`src/design/base64_line_wrapped_encoder_defines.svh`:
```
// Assertion macros used by the encoder's top-level RTL file.
`ifndef BASE64_LINE_WRAPPED_ENCODER_DEFINES_SVH
`define BASE64_LINE_WRAPPED_ENCODER_DEFINES_SVH

// Same-cycle implication, disabled during reset.
`define B64LWE_ASSERT_IMPLIES(label, clk, rst, lhs, rhs) \
   label: assert property (@(posedge clk) disable iff (rst) (lhs) |-> (rhs)) \
      else $error("encoder assertion failed: same-cycle implication");

// Next-cycle implication, disabled during reset.
`define B64LWE_ASSERT_NEXT(label, clk, rst, lhs, rhs) \
   label: assert property (@(posedge clk) disable iff (rst) (lhs) |=> (rhs)) \
      else $error("encoder assertion failed: next-cycle implication");

`endif

```
`src/design/b64lwe_pkg.sv`:
```
// Package: shared types, constants and the alphabet function of the encoder.
`default_nettype none

package b64lwe_pkg;

   localparam int LINE_CHARS_DEFAULT = 76;
   localparam int QUEUE_DEPTH        = 2;
   localparam int QCOUNT_W           = $clog2(QUEUE_DEPTH + 1);
   localparam int QPTR_W             = (QUEUE_DEPTH > 1) ? $clog2(QUEUE_DEPTH) : 1;

   localparam logic [7:0] CHAR_PAD = 8'h3D;  // '='
   localparam logic [7:0] CHAR_CR  = 8'h0D;
   localparam logic [7:0] CHAR_LF  = 8'h0A;

   // Kind of work handed from the front end to the back end.
   typedef enum logic [1:0] {
      JOB_FULL,   // three bytes, four characters, optional CR LF
      JOB_ONE,    // one trailing byte, two characters and "=="
      JOB_TWO     // two trailing bytes, three characters and "="
   } job_kind_type;

   typedef struct packed {
      job_kind_type kind;
      logic         wrap;
      logic [7:0]   first;
      logic [7:0]   second;
      logic [7:0]   third;
   } job_type;

   typedef struct packed {
      logic                full;
      logic                not_empty;
      logic [QCOUNT_W-1:0] count;
   } q_status_type;

   // Standard base64 alphabet.
   function automatic logic [7:0] sextet_char(input logic [5:0] v);
      logic [7:0] wide;
      wide = {2'b00, v};
      if (v < 6'd26)      return wide + 8'h41;
      else if (v < 6'd52) return wide + 8'h47;
      else if (v < 6'd62) return wide - 8'h04;
      else if (v == 6'd62) return 8'h2B;
      else                return 8'h2F;
   endfunction

endpackage

`default_nettype wire

```
`src/design/b64lwe_ifs.sv`:
```
// Handshake channel interfaces for raw bytes in and characters out.
`default_nettype none

interface b64lwe_req_if;
   logic       valid;
   logic       ready;
   logic [7:0] in_byte;
   logic       final_byte;

   modport source (output valid, output in_byte, output final_byte, input ready);
   modport sink   (input valid, input in_byte, input final_byte, output ready);
endinterface

interface b64lwe_rsp_if;
   logic       valid;
   logic       ready;
   logic [7:0] out_char;
   logic       run_end;

   modport source (output valid, output out_char, output run_end, input ready);
   modport sink   (input valid, input out_char, input run_end, output ready);
endinterface

`default_nettype wire

```
`src/design/b64lwe_front.sv`:
```
// Front end: takes request bytes, groups them and queues encode jobs.
`default_nettype none

module b64lwe_front #(
   parameter int LINE_CHARS = b64lwe_pkg::LINE_CHARS_DEFAULT
) (
   input  wire logic               clock,
   input  wire logic               reset,
   b64lwe_req_if.sink              req,
   input  b64lwe_pkg::q_status_type q_status,
   output logic                    push_valid,
   output b64lwe_pkg::job_type     push_job
);

   // Full groups per line, clamped to what a 5-bit counter holds.
   localparam int GroupsRaw = LINE_CHARS / 4;
   localparam int Groups    = (GroupsRaw < 1) ? 1 : ((GroupsRaw > 31) ? 31 : GroupsRaw);

   logic [7:0] held_first_ff, held_first_in;
   logic [7:0] held_second_ff, held_second_in;
   logic [1:0] held_count_ff, held_count_in;
   logic [4:0] groups_ff, groups_in;

   logic       accept;
   logic [5:0] grp_next;
   logic       wrap;

   assign req.ready = ~q_status.full;
   assign accept    = req.valid & req.ready;
   assign grp_next  = {1'b0, groups_ff} + 6'd1;
   assign wrap      = (grp_next >= 6'(Groups));

   // Grouping and job classification
   always_comb begin
      held_first_in  = held_first_ff;
      held_second_in = held_second_ff;
      held_count_in  = held_count_ff;
      groups_in      = groups_ff;
      push_valid     = 1'b0;
      push_job.kind  = b64lwe_pkg::JOB_FULL;
      push_job.wrap  = 1'b0;
      push_job.first = held_first_ff;
      push_job.second = held_second_ff;
      push_job.third = req.in_byte;
      if (accept) begin
         case (held_count_ff)
            2'd0: begin
               held_first_in = req.in_byte;
               held_count_in = 2'd1;
               if (req.final_byte) begin
                  push_valid      = 1'b1;
                  push_job.kind   = b64lwe_pkg::JOB_ONE;
                  push_job.first  = req.in_byte;
                  push_job.second = 8'h00;
                  push_job.third  = 8'h00;
               end
            end
            2'd1: begin
               held_second_in = req.in_byte;
               held_count_in  = 2'd2;
               if (req.final_byte) begin
                  push_valid      = 1'b1;
                  push_job.kind   = b64lwe_pkg::JOB_TWO;
                  push_job.second = req.in_byte;
                  push_job.third  = 8'h00;
               end
            end
            default: begin
               // third byte (a count of three acts as two)
               push_valid    = 1'b1;
               push_job.wrap = wrap;
               held_count_in = 2'd0;
               groups_in     = wrap ? 5'd0 : grp_next[4:0];
            end
         endcase
         if (req.final_byte) begin
            held_count_in = 2'd0;
            groups_in     = 5'd0;
         end
      end
   end

   always_ff @(posedge clock) begin
      if (reset) begin
         held_first_ff  <= 8'h00;
         held_second_ff <= 8'h00;
         held_count_ff  <= 2'd0;
         groups_ff      <= 5'd0;
      end else begin
         held_first_ff  <= held_first_in;
         held_second_ff <= held_second_in;
         held_count_ff  <= held_count_in;
         groups_ff      <= groups_in;
      end
   end

endmodule

`default_nettype wire

```
`src/design/b64lwe_queue.sv`:
```
// Job queue: short FIFO between the front end and the back end.
`default_nettype none

module b64lwe_queue (
   input  wire logic                clock,
   input  wire logic                reset,
   input  wire logic                push_valid,
   input  b64lwe_pkg::job_type      push_job,
   input  wire logic                pop,
   output b64lwe_pkg::job_type      head_job,
   output b64lwe_pkg::q_status_type q_status
);

   localparam int Depth  = b64lwe_pkg::QUEUE_DEPTH;
   localparam int PtrW   = b64lwe_pkg::QPTR_W;
   localparam int CountW = b64lwe_pkg::QCOUNT_W;

   b64lwe_pkg::job_type slots_ff [Depth];
   logic [PtrW-1:0]   wr_ptr_ff, wr_ptr_in;
   logic [PtrW-1:0]   rd_ptr_ff, rd_ptr_in;
   logic [CountW-1:0] count_ff, count_in;

   logic do_push;
   logic do_pop;

   assign do_push = push_valid & ~q_status.full;
   assign do_pop  = pop & q_status.not_empty;

   assign q_status.full      = (count_ff == CountW'(Depth));
   assign q_status.not_empty = (count_ff != '0);
   assign q_status.count     = count_ff;
   assign head_job           = slots_ff[rd_ptr_ff];

   // Pointer and count update
   always_comb begin
      wr_ptr_in = wr_ptr_ff;
      rd_ptr_in = rd_ptr_ff;
      count_in  = count_ff;
      if (do_push) begin
         wr_ptr_in = (wr_ptr_ff == PtrW'(Depth - 1)) ? '0 : wr_ptr_ff + PtrW'(1);
      end
      if (do_pop) begin
         rd_ptr_in = (rd_ptr_ff == PtrW'(Depth - 1)) ? '0 : rd_ptr_ff + PtrW'(1);
      end
      case ({do_push, do_pop})
         2'b10:   count_in = count_ff + CountW'(1);
         2'b01:   count_in = count_ff - CountW'(1);
         default: count_in = count_ff;
      endcase
   end

   always_ff @(posedge clock) begin
      if (reset) begin
         wr_ptr_ff <= '0;
         rd_ptr_ff <= '0;
         count_ff  <= '0;
      end else begin
         wr_ptr_ff <= wr_ptr_in;
         rd_ptr_ff <= rd_ptr_in;
         count_ff  <= count_in;
      end
   end

   // Slot storage, no reset needed
   always_ff @(posedge clock) begin
      if (do_push) begin
         slots_ff[wr_ptr_ff] <= push_job;
      end
   end

endmodule

`default_nettype wire

```
`src/design/b64lwe_back.sv`:
```
// Back end: queued jobs become one character per cycle while the output is ready.
`default_nettype none

module b64lwe_back (
   input  wire logic                clock,
   input  wire logic                reset,
   input  b64lwe_pkg::job_type      head_job,
   input  b64lwe_pkg::q_status_type q_status,
   output logic                     pop,
   b64lwe_rsp_if.source             rsp
);

   logic [2:0] idx_ff, idx_in;
   logic       valid_ff, valid_in;
   logic [7:0] char_ff, char_in;
   logic       end_ff, end_in;

   logic       load;
   logic       last;
   logic [5:0] s0, s1, s2, s3;

   assign rsp.valid    = valid_ff;
   assign rsp.out_char = char_ff;
   assign rsp.run_end  = end_ff;

   assign load = ~valid_ff | rsp.ready;
   assign s0   = head_job.first[7:2];
   assign s1   = {head_job.first[1:0], head_job.second[7:4]};
   assign s2   = {head_job.second[3:0], head_job.third[7:6]};
   assign s3   = head_job.third[5:0];

   // Last character: six with a line break, else four
   assign last = (head_job.kind == b64lwe_pkg::JOB_FULL && head_job.wrap) ?
                 (idx_ff == 3'd5) : (idx_ff == 3'd3);

   // Character selection
   always_comb begin
      case (idx_ff)
         3'd0: char_in = b64lwe_pkg::sextet_char(s0);
         3'd1: char_in = b64lwe_pkg::sextet_char(s1);
         3'd2: char_in = (head_job.kind == b64lwe_pkg::JOB_ONE) ?
                         b64lwe_pkg::CHAR_PAD : b64lwe_pkg::sextet_char(s2);
         3'd3: char_in = (head_job.kind == b64lwe_pkg::JOB_FULL) ?
                         b64lwe_pkg::sextet_char(s3) : b64lwe_pkg::CHAR_PAD;
         3'd4: char_in = b64lwe_pkg::CHAR_CR;
         default: char_in = b64lwe_pkg::CHAR_LF;
      endcase
   end

   // Output register control
   always_comb begin
      idx_in   = idx_ff;
      valid_in = valid_ff;
      end_in   = end_ff;
      pop      = 1'b0;
      if (load) begin
         valid_in = q_status.not_empty;
         end_in   = last;
         if (q_status.not_empty) begin
            if (last) begin
               idx_in = 3'd0;
               pop    = 1'b1;
            end else begin
               idx_in = idx_ff + 3'd1;
            end
         end
      end
   end

   always_ff @(posedge clock) begin
      if (reset) begin
         idx_ff   <= 3'd0;
         valid_ff <= 1'b0;
      end else begin
         idx_ff   <= idx_in;
         valid_ff <= valid_in;
      end
   end

   always_ff @(posedge clock) begin
      if (load) begin
         char_ff <= char_in;
         end_ff  <= end_in;
      end
   end

endmodule

`default_nettype wire

```
`src/design/base64_line_wrapped_encoder.sv`:
```
// Top level: base64 encoder with CR LF line wrapping after full groups.
// Bytes enter on req_chan, one per request, with final_byte on the last byte of a
// message; characters leave on rsp_chan one per cycle while it is ready, run_end
// marking the last character caused by a byte. The front end groups bytes and
// queues one job per group or trailing partial group in a two-entry queue; the
// back end emits one character per cycle (four per group, six when the line
// breaks). A byte is taken in the cycle it is offered while the queue has room,
// so sustained throughput is set by the back end's single character port. A line
// wraps after LINE_CHARS/4 full groups (at least one, at most 31).
`default_nettype none
`include "base64_line_wrapped_encoder_defines.svh"

module base64_line_wrapped_encoder #(
   parameter int LINE_CHARS = b64lwe_pkg::LINE_CHARS_DEFAULT
) (
   input  wire logic     clock,
   input  wire logic     reset,
   b64lwe_req_if.sink    req_chan,
   b64lwe_rsp_if.source  rsp_chan
);

   logic                     push_valid;
   b64lwe_pkg::job_type      push_job;
   logic                     pop;
   b64lwe_pkg::job_type      head_job;
   b64lwe_pkg::q_status_type q_status;

   b64lwe_front #(
      .LINE_CHARS (LINE_CHARS)
   ) u_front (
      .clock      (clock),
      .reset      (reset),
      .req        (req_chan),
      .q_status   (q_status),
      .push_valid (push_valid),
      .push_job   (push_job)
   );

   b64lwe_queue u_queue (
      .clock      (clock),
      .reset      (reset),
      .push_valid (push_valid),
      .push_job   (push_job),
      .pop        (pop),
      .head_job   (head_job),
      .q_status   (q_status)
   );

   b64lwe_back u_back (
      .clock    (clock),
      .reset    (reset),
      .head_job (head_job),
      .q_status (q_status),
      .pop      (pop),
      .rsp      (rsp_chan)
   );

   // Checks across the front end, queue and back end
   `B64LWE_ASSERT_IMPLIES(a_no_push_when_full, clock, reset, push_valid, !q_status.full)
   `B64LWE_ASSERT_IMPLIES(a_pop_has_job, clock, reset, pop, q_status.not_empty)
   `B64LWE_ASSERT_IMPLIES(a_count_bounded, clock, reset, 1'b1, q_status.count <= b64lwe_pkg::QCOUNT_W'(b64lwe_pkg::QUEUE_DEPTH))
   `B64LWE_ASSERT_NEXT(a_pop_emits, clock, reset, pop, rsp_chan.valid && rsp_chan.run_end)

endmodule

`default_nettype wire

```
`src/flat_wrapper.sv`:
```
// flat-port wrapper written by rule: the top's interface ports become plain ports
module base64_line_wrapped_encoder_flat 
#(
   parameter int LINE_CHARS = b64lwe_pkg::LINE_CHARS_DEFAULT
)
  (clock, reset, req_chan_valid, req_chan_in_byte, req_chan_final_byte, req_chan_ready, rsp_chan_valid, rsp_chan_out_char, rsp_chan_run_end, rsp_chan_ready);
  b64lwe_req_if req_chan_i ();
  b64lwe_rsp_if rsp_chan_i ();
  input  wire logic clock;
  input  wire logic reset;
  input wire logic [$bits(req_chan_i.valid)-1:0] req_chan_valid;
  input wire logic [$bits(req_chan_i.in_byte)-1:0] req_chan_in_byte;
  input wire logic [$bits(req_chan_i.final_byte)-1:0] req_chan_final_byte;
  output wire logic [$bits(req_chan_i.ready)-1:0] req_chan_ready;
  output wire logic [$bits(rsp_chan_i.valid)-1:0] rsp_chan_valid;
  output wire logic [$bits(rsp_chan_i.out_char)-1:0] rsp_chan_out_char;
  output wire logic [$bits(rsp_chan_i.run_end)-1:0] rsp_chan_run_end;
  input wire logic [$bits(rsp_chan_i.ready)-1:0] rsp_chan_ready;
  assign req_chan_i.valid = req_chan_valid;
  assign req_chan_i.in_byte = req_chan_in_byte;
  assign req_chan_i.final_byte = req_chan_final_byte;
  assign req_chan_ready = req_chan_i.ready;
  assign rsp_chan_valid = rsp_chan_i.valid;
  assign rsp_chan_out_char = rsp_chan_i.out_char;
  assign rsp_chan_run_end = rsp_chan_i.run_end;
  assign rsp_chan_i.ready = rsp_chan_ready;
  base64_line_wrapped_encoder #(.LINE_CHARS(LINE_CHARS)) u_core (.clock(clock), .reset(reset), .req_chan(req_chan_i), .rsp_chan(rsp_chan_i));
endmodule
```
`config.mk`:
```
export PLATFORM = sky130hd
export DESIGN_NAME = base64_line_wrapped_encoder_flat
export DESIGN_NICKNAME = d
export VERILOG_FILES = /design/src/design/b64lwe_pkg.sv /design/src/design/b64lwe_ifs.sv /design/src/design/b64lwe_front.sv /design/src/design/b64lwe_queue.sv /design/src/design/b64lwe_back.sv /design/src/design/base64_line_wrapped_encoder.sv /design/src/flat_wrapper.sv
export VERILOG_INCLUDE_DIRS = /design/src /design/src/design
export SDC_FILE = /design/constraint.sdc
export NUM_CORES = 1
export LEC_CHECK = 0
export ABC_AREA = 1
export BUFFER_PORTS_ARGS = -buffer_cell sky130_fd_sc_hd__buf_2
export CORE_MARGIN = 2
export CORE_UTILIZATION = 35
export CTS_BUF_LIST = sky130_fd_sc_hd__clkbuf_8
export DETAILED_ROUTE_END_ITERATION = 10
export PLACE_DENSITY_LB_ADDON = 0.15
export SETUP_SLACK_MARGIN = 0.05
export SLEW_MARGIN = 20
export SYNTH_ARGS = -nofsm -noshare
export SYNTH_HDL_FRONTEND = slang
export SYNTH_SLANG_ARGS = --single-unit
```
`constraint.sdc`:
```
create_clock -name clock -period 3.5 [get_ports clock]
set_input_delay 0 -clock clock [delete_from_list [all_inputs] [get_ports clock]]
set_output_delay 0 -clock clock [all_outputs]
set_load 0.01 [all_outputs]
```
==> load_flow_metrics.sql <==
INSERT INTO impl_metrics (metric_group, metric, value, unit) VALUES
('outcome', 'run_status', 'complete, no violations', ''),
('timing', 'fin_skew', '0.0156', 'ns'),
('detailed_routing', 'routed_wire_length_per_instance', '13.9', 'µm'),
('pwr', 'power_per_cell_area', '379', 'nW/µm²'),
('timing', 'final-hold-violation-count', '0', ''),
('setup_path', 'crit_slowest_cell', 'inv_1', ''),
('final_layout', 'layout.cell_area.non_filler', '6530', 'µm²'),
('final_layout', 'diodes', '0', ''),
('clocking', 'number_of_buffers_created_by_cts', '9', ''),
('floorplan', 'die_area', '18000', 'µm²'),
('synthesis', 'synth_cells', '775', ''),
('clocking', 'tritoncts_clock_tree', 'yes', ''),
('timing', 'final.period_utilization', '80.1', '%'),
('synthesis', 'synth.net_count', '816', ''),
('placement', 'port_buffers', '23', ''),
('synthesis', 'ys_dominant_reg_cell', 'edfxtp_1', ''),
('setup_path', 'element_type_at_the_critical_path_start', 'register', ''),
('clocking', 'worst_skew_pair.late_latency', '0.37', 'ns'),
('detailed_routing', 'detailedRoute.firstIterationViolations', '383', ''),
('final_layout', 'layout-drive-gt1-share', '10.0', '%'),
('synthesis', 'synthSimpleGateAreaFrac', '26.9', '%'),
('floorplan', 'num_ports', '24', ''),
('clocking', 'cts-root-buf', 'clkbuf_8', ''),
('setup_path', 'critical_path.endpoint_type', 'register', ''),
('synthesis', 'synth.avg_cell_area', '7.63', 'µm²'),
('clocking', 'postCtsSetupBuffers', '0', ''),
('timing', 'setup-tns-final', '0', 'ns'),
('floorplan', 'die-height', '134', 'µm'),
('synthesis', 'total_of_warnings_raised_by_yosys', '0', ''),
('placement', 'placement_stage_cell_area', '6250', 'µm²'),
('clocking', 'clock_sinks', '95', ''),
('global_route', 'largest_net_degree_at_the_start_of_global_routing', '38', ''),
('final_layout', 'post-route-util', '39.5', '%'),
('synthesis', 'synth-xor-area-share', '2.07', '%'),
('synthesis', 'postSynthRegisterBits', '95', ''),
('timing', 'maxClockFrequency', '357', 'MHz'),
('timing', 'slew_viol_final', '0', ''),
('run', 'drv.max_cap_violation_count', '0', ''),
('floorplan', 'floorplan.initialDensity', '35.8', '%'),
('synthesis', 'synth_top_area_share', '32.0', '%'),
('detailed_routing', 'detail-route-antenna-nets', '0', ''),
('setup_path', 'cpPeakStageDelay', '0.53', 'ns'),
('global_route', 'gr-usage-all-layers', '16.7', '%'),
('timing', 'grt_setup_unrepaired', 'no', ''),
('detailed_routing', 'drt_drc_violations_left', '0', ''),
('setup_path', 'timing.setup.critical_path_class', 'register to register', ''),
('timing', 'finalWorstPathRequiredPeriod', '2.80', 'ns'),
('final_layout', 'ff_latch_area', '2530', 'µm²'),
('clocking', 'ctsLongestPathBuffers', '2', ''),
('synthesis', 'synth_seq_area_share', '42.8', '%'),
('synthesis', 'post-synth-top-area-cell', 'edfxtp_1', ''),
('timing', 'report.final.setup_viol', '0', ''),
('floorplan', 'die_w', '134', 'µm'),
('synthesis', 'synth.lib_cells_used.distinct', '33', ''),
('synthesis', 'largest_family_of_logic_cells_by_synthesized_area', 'simple AND/OR/NAND/NOR gates', ''),
('setup_path', 'cp.arrival', '2.92', 'ns'),
('synthesis', 'synth.mux.area_fraction', '1.52', '%'),
('synthesis', 'syn_area', '5910', 'µm²'),
('clocking', 'cts_hold_buf', '11', ''),
('synthesis', 'synthMostInstantiatedCell', 'nand2_1', ''),
('timing', 'max_slew.worst_pin.slew', '0.758', 'ns'),
('placement', 'dpl.hpwl', '11000', 'µm'),
('placement', 'gp_congestion', '0.939', ''),
('setup_path', 'crit_required', '3.62', 'ns'),
('synthesis', 'synth_common_cells', '232 x nand2_1, 119 x inv_1, 63 x edfxtp_1', ''),
('detailed_routing', 'drt-total-wl', '14400', 'µm'),
('final_layout', 'final_net_count', '853', ''),
('final_layout', 'fillCellCount', '1691', ''),
('clocking', 'cts_repair_resize_count', '0', ''),
('synthesis', 'synth-async-reset-ratio', '0', '%'),
('setup_path', 'critPathMostFrequentCell', 'nand2_1', '');
[report_power, final]
| group | internal [µW] | switching, µW |
|---|---|---|
| sequential | 1280 | 27.1 |
| combinational | 168 | 327 |
| clock | 263 | 405 |
[final timing paths]
kind | start | to | slack [ns] | cells after the start
worst max register to register | register | u_core.u_back.rsp.out_char[2] | 0.70 | 15
worst min-delay path | rsp_chan_ready | u_core.u_back.idx_ff[0] | 0.14 | 5
worst max-delay path | register | u_core.u_back.rsp.out_char[2] | 0.70 | 15
worst min register to register | u_core.u_queue.rd_ptr_ff | u_core.u_queue.rd_ptr_ff | 0.46 | 1
[sequential cells by signal, indices dropped and copies added (netlist names), named ones only]
register	flops
u_core.u_back.idx_ff	3
u_core.u_back.rsp.out_char	8
u_core.u_back.rsp.run_end	1
u_core.u_back.rsp.valid	1
u_core.u_front.groups_ff	5
u_core.u_front.held_count_ff	2
u_core.u_front.held_first_ff	8
u_core.u_front.held_second_ff	8
u_core.u_queue.count_ff	2
u_core.u_queue.rd_ptr_ff	1
u_core.u_queue.slots_ff	54
u_core.u_queue.wr_ptr_ff	1
[through the flow]
stage,hold WS [ns],worst slack [ns]
3_5_place_dp,0.310,0.712
3_3_place_gp,0.301,0.850
5_1_grt,0.167,0.416
4_1_cts,0.127,0.679
2_1_floorplan,0.163,0.974
6_report,0.142,0.697
[placed cells by master, fill, tap and decap left out, types with 2 or more instances in the layout]
master	synthesis	routed
clkbuf_8	0	9
buf_4	0	5
inv_1	119	121
nand3_1	52	52
a21oi_1	46	46
a211oi_1	2	2
nand3b_1	3	3
edfxtp_1	63	63
inv_6	0	3
dlygate4sd3_1	0	11
o21ai_4	2	2
xor2_1	9	9
nand2_1	232	232
mux2_2	8	8
o211ai_1	5	5
o21ai_1	6	6
o21ai_2	2	2
nor2_2	2	4
ha_1	28	28
xnor2_1	5	5
buf_2	3	23
inv_2	5	5
dfxtp_1	32	32
nor2_1	50	48
o21ai_0	54	54
nand2_2	13	13
nand4_1	12	12
nor2_4	4	4
nor3_1	2	2
[cell families after synthesis]
group / count (synthesis)
AND/OR/NAND/NOR: 372
XOR/XNOR: 14
multiplexers: 8
buffers and inverters: 137
flip-flops: 95
AO/OA/AOI/OAI: 121
adder cells (fa/ha/maj): 28
[cell type report]
cell class	instances	area share (%)
sequential	95	38.8
inverter	124	7.13
timing repair buffer	39	4.02
tap	220	4.21
clock inverter	7	0.747
clock buffer	9	1.90
multi-input combinational	543	43.2
[routing by layer]
metal,part of all wire [%],GRT usage (%),up-vias
met4,1.9,5.26,0
li1,-,-,2586
met5,0,0,-
met3,5.0,3.74,21
met2,44,26.7,111
met1,49,22.5,2308
[worst max-delay path: cells and delay by family, from the launching register on]
| kind | cells | cell delay (ns) |
|---|---|---|
| simple gates | 9 | 0.95 |
| flops | 1 | 0.32 |
| fa+ha+maj | 1 | 0.27 |
| compound gates | 1 | 0.18 |
| buf+inv | 4 | 0.82 |
Note: power is estimated with default switching activity, not from simulation.
